===== config.mk =====
export PLATFORM = sky130hd
export DESIGN_NAME = burn_wire_deploy_sequencer_core_flat
export DESIGN_NICKNAME = d
export VERILOG_FILES = /design/src/rtl/bwds_pkg.sv /design/src/rtl/bwds_in_if.sv /design/src/rtl/bwds_out_if.sv /design/src/rtl/burn_wire_deploy_sequencer_core.sv /design/src/flat_wrapper.sv
export SDC_FILE = /design/constraint.sdc
export NUM_CORES = 1
export LEC_CHECK = 0
export BUFFER_PORTS_ARGS = -buffer_cell sky130_fd_sc_hd__buf_2
export CAP_MARGIN = 20
export CORE_MARGIN = 4
export CORE_UTILIZATION = 55
export CTS_BUF_LIST = sky130_fd_sc_hd__clkbuf_8
export DETAILED_ROUTE_END_ITERATION = 10
export MAX_ROUTING_LAYER = met4
export PLACE_DENSITY = 0.89
export SLEW_MARGIN = 25
export SYNTH_ARGS = -nofsm -noshare
export SYNTH_HDL_FRONTEND = slang
export SYNTH_SLANG_ARGS = --single-unit

===== constraint.sdc =====
create_clock -name clk -period 5.2 [get_ports clk]
set_input_delay 0.52 -clock clk [delete_from_list [all_inputs] [get_ports clk]]
set_output_delay 0.52 -clock clk [all_outputs]
set_load 0.005 [all_outputs]

===== src/rtl/bwds_pkg.sv =====
// ----------------------------------------------------------------------------
// Burn-wire deploy sequencer package
// Shared widths, types, mode and command codes, and register map constants.
// ----------------------------------------------------------------------------
`default_nettype none

package bwds_pkg;

  // Timing and limit constants
  localparam int unsigned TICK_MS     = 100;
  localparam int unsigned SUBTICKS    = 10;
  localparam int unsigned MAX_BURN_MS = 10000;

  // Register reset values; the burn time reset is held to the burn limit too.
  localparam int unsigned BURN_RESET_RAW = 3000;
  localparam int unsigned BURN_RESET     =
    (BURN_RESET_RAW > MAX_BURN_MS) ? MAX_BURN_MS : BURN_RESET_RAW;
  localparam int unsigned WINDOW_RESET   = 60;

  // Field widths
  localparam int unsigned FUNC_W  = 3;
  localparam int unsigned MODE_W  = 2;
  localparam int unsigned RESP_W  = 2;
  localparam int unsigned MS_W    = 16;
  localparam int unsigned SEC_W   = 16;
  localparam int unsigned KEY_W   = 32;
  localparam int unsigned COUNT_W = 16;
  localparam int unsigned SUB_W   = 4;

  // Configuration port widths
  localparam int unsigned PADDR_W = 4;
  localparam int unsigned PDATA_W = 32;

  typedef logic [FUNC_W-1:0]  func_t;
  typedef logic [MODE_W-1:0]  mode_t;
  typedef logic [RESP_W-1:0]  resp_t;
  typedef logic [MS_W-1:0]    ms_t;
  typedef logic [SEC_W-1:0]   sec_t;
  typedef logic [KEY_W-1:0]   key_t;
  typedef logic [COUNT_W-1:0] count_t;
  typedef logic [SUB_W-1:0]   sub_t;
  typedef logic [PADDR_W-1:0] paddr_t;
  typedef logic [PDATA_W-1:0] pdata_t;

  // Input command codes
  localparam func_t FUNC_TICK       = 3'd0;
  localparam func_t FUNC_DEPLOY_REQ = 3'd1;
  localparam func_t FUNC_ARM        = 3'd2;
  localparam func_t FUNC_DISARM     = 3'd3;
  localparam func_t FUNC_DEPLOY_CMD = 3'd4;

  // Modes
  localparam mode_t MODE_DISARMED = 2'd0;
  localparam mode_t MODE_ARMED    = 2'd1;
  localparam mode_t MODE_BURNING  = 2'd2;
  localparam mode_t MODE_DEPLOYED = 2'd3;

  // Responses
  localparam resp_t RESP_NONE     = 2'd0;
  localparam resp_t RESP_ACCEPTED = 2'd1;
  localparam resp_t RESP_REJECTED = 2'd2;

  // Register indexes (word address bits of paddr)
  localparam logic [1:0] REG_BURN_TIME  = 2'd0;
  localparam logic [1:0] REG_ARM_WINDOW = 2'd1;
  localparam logic [1:0] REG_SAFETY_KEY = 2'd2;

  localparam ms_t  TICK_STEP    = ms_t'(TICK_MS);
  localparam ms_t  BURN_LIMIT   = ms_t'(MAX_BURN_MS);
  localparam sub_t SUBTICK_LAST = sub_t'(SUBTICKS);

endpackage

`default_nettype wire


===== src/rtl/bwds_in_if.sv =====
// ----------------------------------------------------------------------------
// Command channel interface
// Valid/ready channel that carries one command word into the sequencer.
// ----------------------------------------------------------------------------
`default_nettype none

interface bwds_in_if;
  logic             valid;
  logic             ready;
  bwds_pkg::func_t  func;
  logic             force_req;
  bwds_pkg::key_t   key;

  modport source (output valid, output func, output force_req, output key,
                  input ready);
  modport sink   (input valid, input func, input force_req, input key,
                  output ready);
endinterface

`default_nettype wire


===== src/rtl/bwds_out_if.sv =====
// ----------------------------------------------------------------------------
// Status channel interface
// Valid/ready channel that carries one status word out of the sequencer.
// ----------------------------------------------------------------------------
`default_nettype none

interface bwds_out_if;
  logic              valid;
  logic              ready;
  bwds_pkg::resp_t   response;
  logic              burn_gate;
  bwds_pkg::mode_t   mode;
  logic              armed_flag;
  bwds_pkg::ms_t     burn_left_ms;
  bwds_pkg::sec_t    window_left_sec;
  bwds_pkg::count_t  fire_count;

  modport source (output valid, output response, output burn_gate, output mode,
                  output armed_flag, output burn_left_ms, output window_left_sec,
                  output fire_count, input ready);
  modport sink   (input valid, input response, input burn_gate, input mode,
                  input armed_flag, input burn_left_ms, input window_left_sec,
                  input fire_count, output ready);
endinterface

`default_nettype wire


===== src/rtl/burn_wire_deploy_sequencer_core.sv =====
// ----------------------------------------------------------------------------
// Burn-wire deploy sequencer core
// Key-guarded arm/fire/burn controller with an APB register port.
// ----------------------------------------------------------------------------
// The block takes one command word per clock cycle while out_ch.ready drains
// the status register, and returns one status word per command, in the cycle
// after acceptance, from a single output register; in_ch.ready stays high
// while the status register is empty or being drained in the same cycle. Ticks
// step the burn down by TICK_MS and, while armed, step the arm window down
// once every SUBTICKS ticks. Registers: burn time at 0x0 (writes clamp to
// MAX_BURN_MS), arm window at 0x4 (zero never expires) and safety key at
// 0x8. Write the registers only while no command is in flight.
`default_nettype none

module burn_wire_deploy_sequencer_core (
  input  wire logic             clk,
  input  wire logic             rst_n,
  bwds_in_if.sink               in_ch,
  bwds_out_if.source            out_ch,
  input  wire logic             psel,
  input  wire logic             penable,
  input  wire logic             pwrite,
  input  wire bwds_pkg::paddr_t paddr,
  input  wire bwds_pkg::pdata_t pwdata,
  output bwds_pkg::pdata_t      prdata,
  output logic                  pready
);
  import bwds_pkg::*;

  // Configuration registers
  ms_t  burn_time_r;
  sec_t arm_window_r;
  key_t safety_key_r;

  // Sequencer state
  mode_t  mode_r,     mode_nxt;
  logic   gate_r,     gate_nxt;
  ms_t    burn_left_r, burn_left_nxt;
  sec_t   window_r,   window_nxt;
  sub_t   subtick_r,  subtick_nxt;
  count_t fires_r,    fires_nxt;
  resp_t  resp_nxt;

  // Status register
  logic   out_valid_r;
  resp_t  out_resp_r;
  logic   out_gate_r;
  mode_t  out_mode_r;
  ms_t    out_burn_r;
  sec_t   out_window_r;
  count_t out_fires_r;

  logic   in_take;
  logic   cfg_wr;
  logic [1:0] cfg_idx;
  ms_t    wr_burn;
  logic   key_ok;
  sub_t   subtick_inc;

  // APB access decode
  assign pready  = 1'b1;
  assign cfg_wr  = psel & penable & pwrite;
  assign cfg_idx = paddr[3:2];
  assign wr_burn = (pwdata[MS_W-1:0] > BURN_LIMIT) ? BURN_LIMIT : pwdata[MS_W-1:0];

  always_comb begin
    unique case (cfg_idx)
      REG_BURN_TIME:  prdata = pdata_t'(burn_time_r);
      REG_ARM_WINDOW: prdata = pdata_t'(arm_window_r);
      REG_SAFETY_KEY: prdata = pdata_t'(safety_key_r);
      default:        prdata = '0;
    endcase
  end

  always_ff @(posedge clk) begin
    if (!rst_n) begin
      burn_time_r  <= ms_t'(BURN_RESET);
      arm_window_r <= sec_t'(WINDOW_RESET);
      safety_key_r <= '0;
    end else if (cfg_wr) begin
      unique case (cfg_idx)
        REG_BURN_TIME:  burn_time_r  <= wr_burn;
        REG_ARM_WINDOW: arm_window_r <= pwdata[SEC_W-1:0];
        REG_SAFETY_KEY: safety_key_r <= pwdata[KEY_W-1:0];
        default: ;
      endcase
    end
  end

  // Channel handshake: accept while the status register is free or draining
  assign in_ch.ready = ~out_valid_r | out_ch.ready;
  assign in_take     = in_ch.valid & in_ch.ready;

  assign key_ok      = (in_ch.key == safety_key_r);
  assign subtick_inc = subtick_r + sub_t'(1);

  // Command decode and next state
  always_comb begin
    mode_nxt      = mode_r;
    gate_nxt      = gate_r;
    burn_left_nxt = burn_left_r;
    window_nxt    = window_r;
    subtick_nxt   = subtick_r;
    fires_nxt     = fires_r;
    resp_nxt      = RESP_NONE;
    unique case (in_ch.func)
      FUNC_TICK: begin
        // Burn countdown, ending in deployed
        if (mode_r == MODE_BURNING) begin
          if (burn_left_r <= TICK_STEP) begin
            gate_nxt      = 1'b0;
            burn_left_nxt = '0;
            mode_nxt      = MODE_DEPLOYED;
          end else begin
            burn_left_nxt = burn_left_r - TICK_STEP;
          end
        end
        // Arm window countdown, one second per SUBTICKS ticks
        if (mode_r == MODE_ARMED && window_r != '0) begin
          if (subtick_inc >= SUBTICK_LAST) begin
            subtick_nxt = '0;
            window_nxt  = window_r - sec_t'(1);
            if (window_r == sec_t'(1)) begin
              mode_nxt = MODE_DISARMED;
            end
          end else begin
            subtick_nxt = subtick_inc;
          end
        end
      end
      FUNC_DEPLOY_REQ: begin
        if (mode_r == MODE_ARMED || in_ch.force_req) begin
          mode_nxt      = MODE_BURNING;
          gate_nxt      = 1'b1;
          burn_left_nxt = burn_time_r;
          fires_nxt     = (fires_r == '1) ? fires_r : fires_r + count_t'(1);
        end
      end
      FUNC_ARM: begin
        if (key_ok) begin
          mode_nxt   = MODE_ARMED;
          window_nxt = arm_window_r;
          resp_nxt   = RESP_ACCEPTED;
        end else begin
          resp_nxt   = RESP_REJECTED;
        end
      end
      FUNC_DISARM: begin
        if (mode_r == MODE_BURNING) begin
          gate_nxt      = 1'b0;
          burn_left_nxt = '0;
        end
        mode_nxt   = MODE_DISARMED;
        window_nxt = '0;
        resp_nxt   = RESP_ACCEPTED;
      end
      FUNC_DEPLOY_CMD: begin
        if (key_ok) begin
          mode_nxt      = MODE_BURNING;
          gate_nxt      = 1'b1;
          burn_left_nxt = burn_time_r;
          fires_nxt     = (fires_r == '1) ? fires_r : fires_r + count_t'(1);
          resp_nxt      = RESP_ACCEPTED;
        end else begin
          resp_nxt      = RESP_REJECTED;
        end
      end
      default: ;
    endcase
  end

  // State update on each accepted word
  always_ff @(posedge clk) begin
    if (!rst_n) begin
      mode_r      <= MODE_DISARMED;
      gate_r      <= 1'b0;
      burn_left_r <= '0;
      window_r    <= '0;
      subtick_r   <= '0;
      fires_r     <= '0;
    end else if (in_take) begin
      mode_r      <= mode_nxt;
      gate_r      <= gate_nxt;
      burn_left_r <= burn_left_nxt;
      window_r    <= window_nxt;
      subtick_r   <= subtick_nxt;
      fires_r     <= fires_nxt;
    end
  end

  // Status register valid flag
  always_ff @(posedge clk) begin
    if (!rst_n) begin
      out_valid_r <= 1'b0;
    end else if (in_take) begin
      out_valid_r <= 1'b1;
    end else if (out_ch.ready) begin
      out_valid_r <= 1'b0;
    end
  end

  // Status register payload
  always_ff @(posedge clk) begin
    if (in_take) begin
      out_resp_r   <= resp_nxt;
      out_gate_r   <= gate_nxt;
      out_mode_r   <= mode_nxt;
      out_burn_r   <= burn_left_nxt;
      out_window_r <= window_nxt;
      out_fires_r  <= fires_nxt;
    end
  end

  assign out_ch.valid           = out_valid_r;
  assign out_ch.response        = out_resp_r;
  assign out_ch.burn_gate       = out_gate_r;
  assign out_ch.mode            = out_mode_r;
  assign out_ch.armed_flag      = (out_mode_r == MODE_ARMED);
  assign out_ch.burn_left_ms    = out_burn_r;
  assign out_ch.window_left_sec = out_window_r;
  assign out_ch.fire_count      = out_fires_r;

  // A burn always has the gate on.
  a_burn_gate_on: assert property (@(posedge clk) disable iff (!rst_n)
    mode_r == MODE_BURNING |-> gate_r)
    else $error("burning without gate drive");

  // Once deployed, the burn is fully over.
  a_deployed_clean: assert property (@(posedge clk) disable iff (!rst_n)
    mode_r == MODE_DEPLOYED |-> (!gate_r && burn_left_r == '0))
    else $error("deployed with burn still active");

  // A disarmed block holds no arm window.
  a_disarmed_window: assert property (@(posedge clk) disable iff (!rst_n)
    mode_r == MODE_DISARMED |-> window_r == '0)
    else $error("window left while disarmed");

  // The subtick divider never reaches its wrap value.
  a_subtick_range: assert property (@(posedge clk) disable iff (!rst_n)
    subtick_r < SUBTICK_LAST)
    else $error("subtick counter out of range");

  // The fire counter never goes down.
  a_fires_monotonic: assert property (@(posedge clk) disable iff (!rst_n)
    1'b1 |=> fires_r >= $past(fires_r))
    else $error("fire counter decreased");

endmodule

`default_nettype wire


===== src/flat_wrapper.sv =====
// flat-port wrapper written by rule: the top's interface ports become plain ports
module burn_wire_deploy_sequencer_core_flat import bwds_pkg::*;
  (clk, rst_n, psel, penable, pwrite, paddr, pwdata, prdata, pready, in_ch_valid, in_ch_func, in_ch_force_req, in_ch_key, in_ch_ready, out_ch_valid, out_ch_response, out_ch_burn_gate, out_ch_mode, out_ch_armed_flag, out_ch_burn_left_ms, out_ch_window_left_sec, out_ch_fire_count, out_ch_ready);
  bwds_in_if in_ch_i ();
  bwds_out_if out_ch_i ();
  input  wire logic clk;
  input  wire logic rst_n;
  input  wire logic psel;
  input  wire logic penable;
  input  wire logic pwrite;
  input  wire bwds_pkg::paddr_t paddr;
  input  wire bwds_pkg::pdata_t pwdata;
  output bwds_pkg::pdata_t prdata;
  output logic pready;
  input wire logic [$bits(in_ch_i.valid)-1:0] in_ch_valid;
  input wire logic [$bits(in_ch_i.func)-1:0] in_ch_func;
  input wire logic [$bits(in_ch_i.force_req)-1:0] in_ch_force_req;
  input wire logic [$bits(in_ch_i.key)-1:0] in_ch_key;
  output wire logic [$bits(in_ch_i.ready)-1:0] in_ch_ready;
  output wire logic [$bits(out_ch_i.valid)-1:0] out_ch_valid;
  output wire logic [$bits(out_ch_i.response)-1:0] out_ch_response;
  output wire logic [$bits(out_ch_i.burn_gate)-1:0] out_ch_burn_gate;
  output wire logic [$bits(out_ch_i.mode)-1:0] out_ch_mode;
  output wire logic [$bits(out_ch_i.armed_flag)-1:0] out_ch_armed_flag;
  output wire logic [$bits(out_ch_i.burn_left_ms)-1:0] out_ch_burn_left_ms;
  output wire logic [$bits(out_ch_i.window_left_sec)-1:0] out_ch_window_left_sec;
  output wire logic [$bits(out_ch_i.fire_count)-1:0] out_ch_fire_count;
  input wire logic [$bits(out_ch_i.ready)-1:0] out_ch_ready;
  assign in_ch_i.valid = in_ch_valid;
  assign in_ch_i.func = in_ch_func;
  assign in_ch_i.force_req = in_ch_force_req;
  assign in_ch_i.key = in_ch_key;
  assign in_ch_ready = in_ch_i.ready;
  assign out_ch_valid = out_ch_i.valid;
  assign out_ch_response = out_ch_i.response;
  assign out_ch_burn_gate = out_ch_i.burn_gate;
  assign out_ch_mode = out_ch_i.mode;
  assign out_ch_armed_flag = out_ch_i.armed_flag;
  assign out_ch_burn_left_ms = out_ch_i.burn_left_ms;
  assign out_ch_window_left_sec = out_ch_i.window_left_sec;
  assign out_ch_fire_count = out_ch_i.fire_count;
  assign out_ch_i.ready = out_ch_ready;
  burn_wire_deploy_sequencer_core u_core (.clk(clk), .rst_n(rst_n), .in_ch(in_ch_i), .out_ch(out_ch_i), .psel(psel), .penable(penable), .pwrite(pwrite), .paddr(paddr), .pwdata(pwdata), .prdata(prdata), .pready(pready));
endmodule

==> run summary, run 1 <==
Of the available clock period, the critical path in the final layout requires 0.609. The endpoint required time on the critical path is 5430 ps. The worst-path maximum fanout is 21. The slowest stage of the critical path is the sky130_fd_sc_hd__nor4_4 cell. The total die area is 18600 sq um. The initial antenna violation count is 1.

The share of synthesized registers carrying an async set or reset came out at 0. The post-synthesis cell count came out at 1014. The routed wire length per instance came out at 18.4 um. The number of hold buffers added after cts came out at 0. The residual overflow from global routing is 0. The count of buffering cells on the critical path with inverters included came out at 0. The count of input and output buffers came out at 164.

The post-cts repair resize count is 0. The capturing element type of the critical path is a flop. The finished layout cell area is 10400 sq um. Entering global routing, the biggest net connects 50 pins. The critical path class is flop to flop. The count of routing violations after the opening detailed-route iteration came out at 748. The total leakage power is 0.00418 uW. Measured in cells, the most critical reg-to-reg path has a length of 7. The number of library cell types mapped by synthesis is 84. The peak clock frequency supported by timing is 0.316 GHz. The count of warnings emitted by yosys came out at 0. For met2 alone, demand over resource in global routing was 0.455. The number of filler instances in the final layout came out at 1330.

The routability-driven placement congestion ratio is 0.994. The worst clock skew came out at 18.4 ps. The overall track demand over capacity in global routing came out at 0.284.

The final hold violation count came to 0. The die is 136 um wide. The clock passes through at most 2 buffers. The commonest cells after synthesis are sky130_fd_sc_hd__nand2_1 (174), sky130_fd_sc_hd__dfxtp_1 (120), sky130_fd_sc_hd__a21oi_1 (83), sky130_fd_sc_hd__nor2_1 (59), sky130_fd_sc_hd__edfxtp_1 (53).

The origin of the critical flop-to-flop path is u_core.safety_key_r[9]$_SDFFE_PN0P_. The power per unit of standard cell area came out at 263 nW/um^2. Compared with the post-synthesis result, the final layout area differs by 15.0%.

met2 is the most crowded layer. The path with the worst hold slack has its endpoint at u_core.safety_key_r[16]$_SDFFE_PN0P_. The worst hold path begins at pwdata[16]. The final non-filler cell total came out at 1380. Dividing the detail-routed via count by the number of cells gives 6.12. The number of cell rows came out at 46. The global routing met3 resource utilization came out at 0.0563. The clock tree from TritonCTS is built. The largest incremental delay on the critical path is 660 ps. The met1 demand-to-capacity share in global routing is 0.354.

The number of remaining DRC errors came out at 0. The clock sink count came out at 173. On the critical path the largest part of the delay comes from simple AND/OR/NAND/NOR gates.

The setup slack of the worst register-to-register path came out at 2040 ps. The net count after synthesis is 1101. After clock tree synthesis, the clock-pin slew on the worst setup and hold paths is 100 ps. At the later pin of the worst-skew pair, clock insertion delay measures 480 ps. The count of flip-flops with a built-in enable after synthesis came out at 53. The first-pass GRT wire length is 40.2 mm. Setup repair after global routing left no endpoint under its margin. The proportion of synthesized chip area in sequential cells came out at 0.441. The synthesized design contains 173 register bits. The relative slew slack is 0.335. The post-route setup TNS came out at 0 ps. The worst min-delay path category is input port to flop. The number of global-route vias before repair is 7852. The cell depth of the worst hold path came out at 3. The layout cell share with drive strength beyond 1 is 0.205. The placeable core area is 16000 sq um.

Walking the worst path, the cells encountered are xnor2_1 > nand4_1 > nor4_4 > nand3_2 > nand2_1 > nand3_1 > mux2_1. The final setup violation count came out at 0. The length of the first detailed-routing pass in iterations is 5.

In the final design database the tool counted 1237 nets. The max-slew violation total from the final report is 0. The area fraction of the dominant cell type after synthesis is 0.265. By area the synthesized netlist is led by sky130_fd_sc_hd__dfxtp_1 (27%), sky130_fd_sc_hd__edfxtp_1 (18%), sky130_fd_sc_hd__nand2_1 (7.2%).

The total I/O pin count is 168. The total placed cells including tap cells is 1347. The biggest area contributor in the post-synthesis netlist is sky130_fd_sc_hd__dfxtp_1. The via total after detailed routing is 8445. In the synthesized netlist the dominant register cell turns out to be sky130_fd_sc_hd__dfxtp_1. The instance area at placement is 9990 sq um.

The data arrival time of the critical path is 3400 ps. The root buffer cell chosen for the clock tree is sky130_fd_sc_hd__clkbuf_8. The wire-length estimate of the detail-placed layout is 18.4 mm. The starting density of the core is 0.566. The H-tree level count is 4. The total detailed-routing wirelength came out at 25.5 mm. The worst setup path is launched from a flop. The number of nets with antenna violations after routing came out at 0. In this run the critical register-to-register path is captured at u_core.out_ch.fire_count[14]$_DFFE_PP_.

The peak ir drop on the vdd network came out at 0.000179 V. At the pin with the least slew margin, the transition time is 998 ps. The run finished with clean final reports.

For the finished layout, the period the worst path requires is 3160 ps. The vertical extent of the die is 136 um. The area of the mapped netlist came out at 9060 sq um. The most common cell in the synthesized netlist is sky130_fd_sc_hd__nand2_1.

The max-cap violation count is 0. A synthesized cell averages 8.93 sq um. The post-CTS setup-driven buffer insertion count is 0. The number of clock buffers inserted by TritonCTS is 17.
## logic make-up (layout without fill, tap and decap cells)
logic type / Yosys count / count (layout) / synth area share
buffers and inverters: 70 / 219 / 0.0311
adders and majority gates: 8 / 8 / 0.0111
DFF: 173 / 173 / 0.441
and+or+nand+nor: 401 / 401 / 0.226
muxes: 28 / 28 / 0.0316
xor gates and xnor gates: 61 / 61 / 0.0590
AOI/OAI and AO/OA: 272 / 272 / 0.200
other: 1 / 2 / 0.000414
## layer usage
metal | wire length, um | part of all wire
met5 | 0 | 0
met4 | 813 | 0.032
met3 | 2380 | 0.094
met2 | 12000 | 0.47
met1 | 10300 | 0.40
## cells in the final DEF, fill, tap and decap left out, types with 18 or more instances in the layout
master,n
sky130_fd_sc_hd__and2_1,23
sky130_fd_sc_hd__nand2_1,174
sky130_fd_sc_hd__xnor2_1,48
sky130_fd_sc_hd__mux2i_1,23
sky130_fd_sc_hd__clkbuf_8,18
sky130_fd_sc_hd__a22o_1,24
sky130_fd_sc_hd__buf_2,164
sky130_fd_sc_hd__edfxtp_1,53
sky130_fd_sc_hd__o21ai_0,49
sky130_fd_sc_hd__nand3_1,33
sky130_fd_sc_hd__nor2_1,59
sky130_fd_sc_hd__dfxtp_1,120
sky130_fd_sc_hd__a21oi_1,83
## flip-flops by register name, indices dropped and copies added (netlist names), 4 cells and up
signal                         count
u_core.window_r                   16
u_core.burn_time_r                16
u_core.safety_key_r               32
u_core.burn_left_r                16
u_core.out_ch.fire_count          16
u_core.out_ch.burn_left_ms        16
u_core.fires_r                    16
u_core.out_ch.window_left_sec     16
u_core.arm_window_r               16
u_core.subtick_r                   4
## where the power goes
group	internal [uW]	switching, uW	leakage [uW]
logic	113	185	0.00245
registers	1430	26.8	0.00150
clock network	488	501	0.000220
total	2030	713	0.00418
## worst max-delay path by stage
stage / start / endpoint / slack, ps / depth (start not counted)
finish: u_core.safety_key_r[9]$_SDFFE_PN0P_ / u_core.out_ch.fire_count[14]$_DFFE_PP_ / 2040 / 7
global route: u_core.safety_key_r[1]$_SDFFE_PN0P_ / u_core.fires_r[15]$_SDFFE_PN0P_ / 1930 / 7
CTS: u_core.window_r[0]$_SDFFE_PN0P_ / u_core.out_ch.window_left_sec[6]$_DFFE_PP_ / 2050 / 9
detailed placement: in_ch_key[9] / u_core.out_ch.fire_count[14]$_DFFE_PP_ / 1830 / 8
global placement: in_ch_key[9] / u_core.out_ch.fire_count[14]$_DFFE_PP_ / 1900 / 8
floorplan: out_ch_ready / u_core.burn_left_r[12]$_SDFFE_PN0P_ / 2060 / 5
## metrics by stage
step / power (uW) / worst slack, ps / util / hold slack [ps]
after floorplan: 1660 / 2060 / - / 443
after global placement: 1780 / 1900 / 0.624 / 450
after detailed placement: 1780 / 1830 / 0.624 / 463
after CTS: 2750 / 2050 / 0.650 / 245
after global routing: 2840 / 1930 / 0.651 / 257
final: 2740 / 2040 / 0.651 / 263
## worst min-delay path, cell delays in order
cell and delay [ps]:
sky130_fd_sc_hd__buf_2 90, sky130_fd_sc_hd__nand2_1 50, sky130_fd_sc_hd__a21oi_1 50
## area by class of cell
type                    instances  area [sq um]  share of cell area
diodes                          1          2.50            0.000240
clock buffers                  18           248              0.0238
clock inverters                14           166              0.0160
inverters                      16          60.1             0.00576
multi-input cells             771          4810               0.461
flip-flops and latches        173          3990               0.383
well taps                     216           270              0.0259
repair buffers                171           873              0.0838
Power figures use the tool's default switching activity.
==> run 2: changes to the inputs <==
CORE_UTILIZATION = 52   (was 55)
PLACE_DENSITY = 0.88   (was 0.89)
clock period = 2.8 ns   (was 5.2 ns; I/O delays follow)
==> run summary, run 2 (synthesized netlist as in run 1, its figures left out) <==
The number of nets with antenna violations after routing came out at 0 (unchanged). The worst min-delay path category was input port to flop (unchanged). The count of buffering cells on the critical path with inverters included came out at 2 (was 0). The final non-filler cell total came to 1421 (was 1380). The total die area came out at 19600 sq um (was 18600 sq um). Result of the run: complete, no violations (unchanged).

The data arrival time of the critical path is 2830 ps (was 3400 ps). The largest incremental delay on the critical path is 400 ps (was 660 ps). The vertical extent of the die is 140 um (was 136 um).

The number of buffers on the longest clock path came out at 2 (unchanged). The starting density of the core is 0.539 (was 0.566). The power dissipated by switching net loads was 1340 uW (was 713 uW).

The top register by number of flip-flops is u_core.safety_key_r (unchanged). The net switching fraction of the power is 0.269 (was 0.260). The final core area utilization was 0.635 (was 0.651). The routability-driven placement congestion ratio is 0.968 (was 0.994). The initial antenna violation count is 0 (was 1).

The number of flip-flops in the largest register is 32 (unchanged). The sequential share of power was 0.544 (was 0.531). The placeable core area came out at 16800 sq um (was 16000 sq um).

The relative slew slack was 0.540 (was 0.335). The critical path's slowest cell is sky130_fd_sc_hd__dfxtp_1 (was sky130_fd_sc_hd__nor4_4). The total I/O pin count came out at 168 (unchanged). In this design, the critical path's most frequently occurring cell is sky130_fd_sc_hd__a22o_1. The layout overhead on the synthesized area came to 17.9% (was 15.0%). The H-tree level count came out at 4 (unchanged). The peak ir drop on the vdd network is 0.000297 V (was 0.000179 V). The slew at the pin closest to its max-slew limit is 689 ps (was 998 ps).

The worst-path maximum fanout came out at 12 (was 21). The detailed placer's ending HPWL came out at 19.4 mm (was 18.4 mm). The first-pass GRT wire length is 42.2 mm (was 40.2 mm). Chain of cells forming the critical path: inv_1 > ha_1 > nor3b_1 > and4_1 > nor4_2 > buf_4 > nand3_1 > xnor2_1 > a22o_1 > a22o_1 (was xnor2_1 > nand4_1 > nor4_4 > nand3_2 > nand2_1 > nand3_1 > mux2_1). The max-cap violation count is 0 (unchanged). The count of input and output buffers came to 164 (unchanged). The most common cell after layout, fill and taps aside is sky130_fd_sc_hd__nand2_1 (unchanged). The post-CTS setup-driven buffer insertion count is 0 (unchanged).

The total placed cells including tap cells is 1385 (was 1347). The capturing element type of the critical path is a flop (unchanged). The routed wire length per instance came out at 18.4 um (about the same). The via density per instance came out at 6.02 (was 6.12). The clock-pin slew reported for the worst setup and hold paths after clock tree synthesis is 100 ps (about the same).

The maximum number of pins on one net before global-route repair is 43 (was 50). The length of the first detailed-routing pass in iterations came to 6 (was 5). The largest delay contributor family on the critical path is simple AND/OR/NAND/NOR gates (unchanged). The final setup violation count is 0 (unchanged).

The share of the clock period used by the worst path is 0.934 (was 0.609). The max-slew violation total from the final report is 0 (unchanged). The worst clock skew is 18.1 ps (was 18.4 ps).

The overall track demand over capacity in global routing is 0.271 (was 0.284). The total leakage power came out at 0.00433 uW (was 0.00418 uW). The total detailed-routing wirelength came out at 26.1 mm (was 25.5 mm).

The power per unit of standard cell area came out at 466 nW/um^2 (was 263 nW/um^2). The number of clock buffers inserted by TritonCTS is 17 (unchanged). The number of cell rows was 47 (was 46).

The residual overflow from global routing is 0 (unchanged). The clock power share came to 0.340 (was 0.360). The number of global-route vias before repair is 8328 (was 7852). The critical path class was flop to flop (unchanged). The number of antenna repair diodes is 0 (was 1). The count of routing violations after the opening detailed-route iteration came out at 734 (was 748). The final hold violation count came out at 0 (unchanged). The endpoint required time on the critical path came out at 3010 ps (was 5430 ps).

The startpoint class of the critical path is a flop (unchanged). The width of the die came out at 140 um (was 136 um). The part of the power in combinational logic is 0.116 (was 0.108).

The number of nets at the end of the flow came out at 1275 (was 1237). The post-route setup TNS came out at 0 ps (unchanged). The library cell used as clock root buffer is sky130_fd_sc_hd__clkbuf_8 (unchanged).

Setup repair after global routing missed its margin: no (unchanged). The clock sink count came out at 173 (unchanged). The via total after detailed routing came out at 8555 (was 8445).

The source-to-sink clock delay at the later pin of the worst-skew pair is 470 ps (was 480 ps). The peak clock frequency supported by timing is 0.382 GHz (was 0.316 GHz). The number of remaining DRC errors came out at 0 (unchanged).

Top library cells by usage in the layout, fill and taps aside: sky130_fd_sc_hd__nand2_1 (174), sky130_fd_sc_hd__buf_2 (164), sky130_fd_sc_hd__dfxtp_1 (120) (unchanged). The layout cell share with drive strength beyond 1 is 0.227 (was 0.205). The clock tree from TritonCTS is built (unchanged). The minimum clock period after layout came to 2620 ps (was 3160 ps). The internal power contribution was 3640 uW (was 2030 uW).
[run 2: through the flow]
| step | power, uW | worst slack [ps] | hold WS, ps | instance area [sq um] |
|---|---|---|---|---|
| final | 4980 | 184 | 35.8 | 10700 |
| after global routing | 5170 | 56.0 | 18.5 | 10700 |
| after CTS | 5010 | 235 | 0.701 | 10700 |
| after detailed placement | 3330 | 281 | 469 | 10300 |
| after global placement | 3320 | 336 | 452 | 10300 |
| after floorplan | 3080 | 432 | 404 | 9060 |
[run 2: worst min-delay path: stages]
cell and delay, ps:
sky130_fd_sc_hd__buf_2 100, sky130_fd_sc_hd__nand2_1 40, sky130_fd_sc_hd__a21oi_1 50
[run 2: area by class of cell]
cell class | count | area (sq um)
clock buffers | 19 | 262
clock inverters | 13 | 114
fillers | 1442 | 6140
inverters | 16 | 60.1
multi-input cells | 771 | 4800
flip-flops and latches | 173 | 3990
well taps | 220 | 275
repair buffers | 209 | 1180
[run 2: worst paths after layout]
kind / start / to / slack (ps) / cells after the start
setup / recovery: u_core.window_r[0]$_SDFFE_PN0P_ / u_core.out_ch.window_left_sec[6]$_DFFE_PP_ / 180 / 10
hold reg to reg: u_core.safety_key_r[21]$_SDFFE_PN0P_ / u_core.safety_key_r[21]$_SDFFE_PN0P_ / 480 / 2
hold / removal: pwdata[26] / u_core.safety_key_r[26]$_SDFFE_PN0P_ / 40 / 3
setup reg to reg: u_core.window_r[0]$_SDFFE_PN0P_ / u_core.out_ch.window_left_sec[6]$_DFFE_PP_ / 180 / 10
[run 2: what timing repair did]
item	4_1_cts	5_1_grt
setup endpoints to repair	0	0
hold endpoints to repair	4	0
hold buffers	4	0
resized for setup	0	0
[run 2: routing by layer]
layer  track usage  share of wire  vias up
met5             -              0        -
met4         0.110          0.036        0
met3        0.0566          0.090       74
met2         0.430           0.46      473
met1         0.340           0.41     3986
li1              -              -     4022
[run 2: power by group through the flow]
stage | Clock [uW] | Combinational (uW) | Sequential, uW
floorplan | 0 | 322 | 2760
global placement | 0 | 557 | 2760
detailed placement | 0 | 568 | 2760
CTS | 1720 | 575 | 2710
global route | 1820 | 631 | 2720
finish | 1690 | 580 | 2710
==> run 3: changes to the inputs <==
MAX_ROUTING_LAYER = not set   (was met4)
==> run summary, run 3 (synthesized netlist as in run 1, its figures left out) <==
The total I/O pin count was 168 (unchanged). The relative slew slack is 0.496 (was 0.540). The worst-path maximum fanout came out at 12 (unchanged).

The count of input and output buffers is 164 (unchanged). The total die area is 19600 sq um (unchanged). The critical path's slowest cell is sky130_fd_sc_hd__nor3b_1 (was sky130_fd_sc_hd__dfxtp_1).

The vertical extent of the die came out at 140 um (unchanged). The number of global-route vias before repair is 8240 (was 8328). The routability-driven placement congestion ratio came out at 0.976 (was 0.968). The length of the first detailed-routing pass in iterations is 5 (was 6). The number of buffers on the longest clock path was 2 (unchanged). The starting density of the core was 0.539 (unchanged). The top register by number of flip-flops is u_core.safety_key_r (unchanged). The largest incremental delay on the critical path came out at 640 ps (was 400 ps). The worst clock skew is 15.8 ps (was 18.1 ps). The post-CTS setup-driven buffer insertion count came out at 0 (unchanged). The number of nets at the end of the flow came to 1271 (was 1275). The worst min-delay path category is input port to flop (unchanged). The number of hold buffers added after cts came out at 0 (was 4).

The library cell used as clock root buffer was sky130_fd_sc_hd__clkbuf_8 (unchanged). The residual overflow from global routing is 0 (unchanged). Result of the run: complete, no violations (unchanged). The number of cell rows came out at 47 (unchanged).

The clock tree from TritonCTS is built (unchanged). The slew at the pin closest to its max-slew limit was 754 ps (was 689 ps). The startpoint class of the critical path is a flop (unchanged).

The area taken by flip-flops and latches is 3990 sq um (unchanged). The maximum number of pins on one net before global-route repair came out at 42 (was 43). The H-tree level count came out at 4 (unchanged). The max-slew violation total from the final report is 0 (unchanged). The via density per instance came out at 6.03 (was 6.02). The post-cts repair resize count came out at 0 (unchanged).

The endpoint required time on the critical path is 3030 ps (was 3010 ps). The layout cell share with drive strength beyond 1 came out at 0.228 (was 0.227). The power per unit of standard cell area is 473 nW/um^2 (was 466 nW/um^2). The number of clock buffers inserted by TritonCTS is 17 (unchanged).

The clock sink count came to 173 (unchanged). The total detailed-routing wirelength was 25.9 mm (was 26.1 mm). The layout overhead on the synthesized area was 17.5% (was 17.9%).

Setup repair after global routing missed its margin: no (unchanged). The post-route setup TNS is 0 ps (unchanged). The data arrival time of the critical path is 2860 ps (was 2830 ps).

The minimum clock period after layout is 2630 ps (was 2620 ps). The number of antenna repair diodes is 0 (unchanged). The number of flip-flops in the largest register came out at 32 (unchanged). The overall track demand over capacity in global routing is 0.260 (was 0.271). The first-pass GRT wire length is 41.6 mm (was 42.2 mm). The area of combinational cells with multiple inputs is 4800 sq um (unchanged). The placeable core area came out at 16800 sq um (unchanged). The worst-case hold slack is 36.7 ps (was 35.8 ps).

The peak clock frequency supported by timing came to 0.380 GHz (was 0.382 GHz). Top library cells by usage in the layout, fill and taps aside: sky130_fd_sc_hd__nand2_1 (174), sky130_fd_sc_hd__buf_2 (164), sky130_fd_sc_hd__dfxtp_1 (120) (unchanged). The number of nets with antenna violations after routing is 0 (unchanged). The count of routing violations after the opening detailed-route iteration is 796 (was 734). The number of filler instances in the final layout was 1413 (was 1442). Chain of cells forming the critical path: inv_1 > ha_1 > nor3b_1 > nor4_2 > buf_4 > and4_1 > xor2_1 > a22o_1 > a21o_1 (was inv_1 > ha_1 > nor3b_1 > and4_1 > nor4_2 > buf_4 > nand3_1 > xnor2_1 > a22o_1 > a22o_1). The max-cap violation count came out at 0 (unchanged).

The final hold violation count came out at 0 (unchanged). The source-to-sink clock delay at the later pin of the worst-skew pair was 470 ps (about the same). The via total after detailed routing came to 8548 (was 8555). The detailed placer's ending HPWL came out at 19.4 mm (about the same).

The critical path class is flop to flop (unchanged). The total leakage power is 0.00432 uW (was 0.00433 uW). The number of remaining DRC errors came out at 0 (unchanged).

The initial antenna violation count came out at 1 (was 0). The clock-pin slew reported for the worst setup and hold paths after clock tree synthesis is 100 ps (about the same). The share of the clock period used by the worst path came out at 0.939 (was 0.934). The peak ir drop on the vdd network is 0.000327 V (was 0.000297 V). The routed wire length per instance came to 18.3 um (was 18.4 um). The capturing element type of the critical path is a flop (unchanged). The width of the die came to 140 um (unchanged). The final core area utilization was 0.633 (was 0.635). The most common cell after layout, fill and taps aside is sky130_fd_sc_hd__nand2_1 (unchanged).

The final setup violation count came to 0 (unchanged).
## run 3: changes by cell type in the layout (fill, tap and decap cells not counted)
cell                            delta
sky130_fd_sc_hd__inv_6             +1
sky130_fd_sc_hd__buf_12            -1
sky130_fd_sc_hd__clkinv_4          -1
sky130_fd_sc_hd__clkinvlp_4        -1
sky130_fd_sc_hd__clkinv_2          +1
sky130_fd_sc_hd__bufinv_16         +1
sky130_fd_sc_hd__dlygate4sd3_1     -4
sky130_fd_sc_hd__clkbuf_8          -1
sky130_fd_sc_hd__buf_4             +1
## run 3: layout make-up
cell class | count | share of cell area
Tap cell | 220 | 0.0259
Sequential cell | 173 | 0.375
Inverter | 16 | 0.00564
Timing Repair Buffer | 205 | 0.106
Clock buffer | 18 | 0.0233
Clock inverter | 14 | 0.0133
Multi-Input combinational cell | 771 | 0.451
## run 3: critical path: cells and delay by family, from the launching register on
family / cells / cell delay [ps]
AO/OA/AOI/OAI: 2 / 350
buffers and inverters: 2 / 270
adder cells (fa/ha/maj): 1 / 300
flip-flops: 1 / 390
XOR/XNOR: 1 / 150
AND/OR/NAND/NOR: 3 / 930
## run 3: final timing paths
path	slack, ps	from	endpoint	cells past startpoint
hold reg to reg	480	u_core.safety_key_r[25]$_SDFFE_PN0P_	u_core.safety_key_r[25]$_SDFFE_PN0P_	2
hold / removal	40	pwdata[16]	u_core.safety_key_r[16]$_SDFFE_PN0P_	3
setup / recovery	170	u_core.subtick_r[1]$_SDFFE_PN0P_	u_core.out_ch.window_left_sec[12]$_DFFE_PP_	9
setup reg to reg	170	u_core.subtick_r[1]$_SDFFE_PN0P_	u_core.out_ch.window_left_sec[12]$_DFFE_PP_	9
## run 3: per-stage QoR
| step | setup slack [ps] | total power [uW] | cells | area, sq um |
|---|---|---|---|---|
| final | 170 | 5040 | 1417 | 10600 |
| after global routing | 40.4 | 5220 | 1417 | 10600 |
| after CTS | 190 | 5060 | 1417 | 10600 |
| after detailed placement | 191 | 3330 | 1385 | 10300 |
| after global placement | 252 | 3320 | 1385 | 10200 |
| after floorplan | 432 | 3080 | 1014 | 9060 |
## run 3: routing by layer
| metal | global-route usage | vias up | routed length [um] |
|---|---|---|---|
| met3 | 0.0723 | 65 | 2490 |
| li1 | - | 4030 | - |
| met1 | 0.324 | 4016 | 10300 |
| met2 | 0.429 | 435 | 12200 |
| met4 | 0.101 | 2 | 831 |
| met5 | 0 | - | 13 |
## run 3: power breakdown
part / internal, uW / leakage [uW] / total [uW] / switching [uW]
Combinational: 228 / 0.00260 / 574 / 346
Clock: 820 / 0.000207 / 1760 / 936
Sequential: 2660 / 0.00150 / 2710 / 51.6
Total: 3700 / 0.00432 / 5040 / 1330
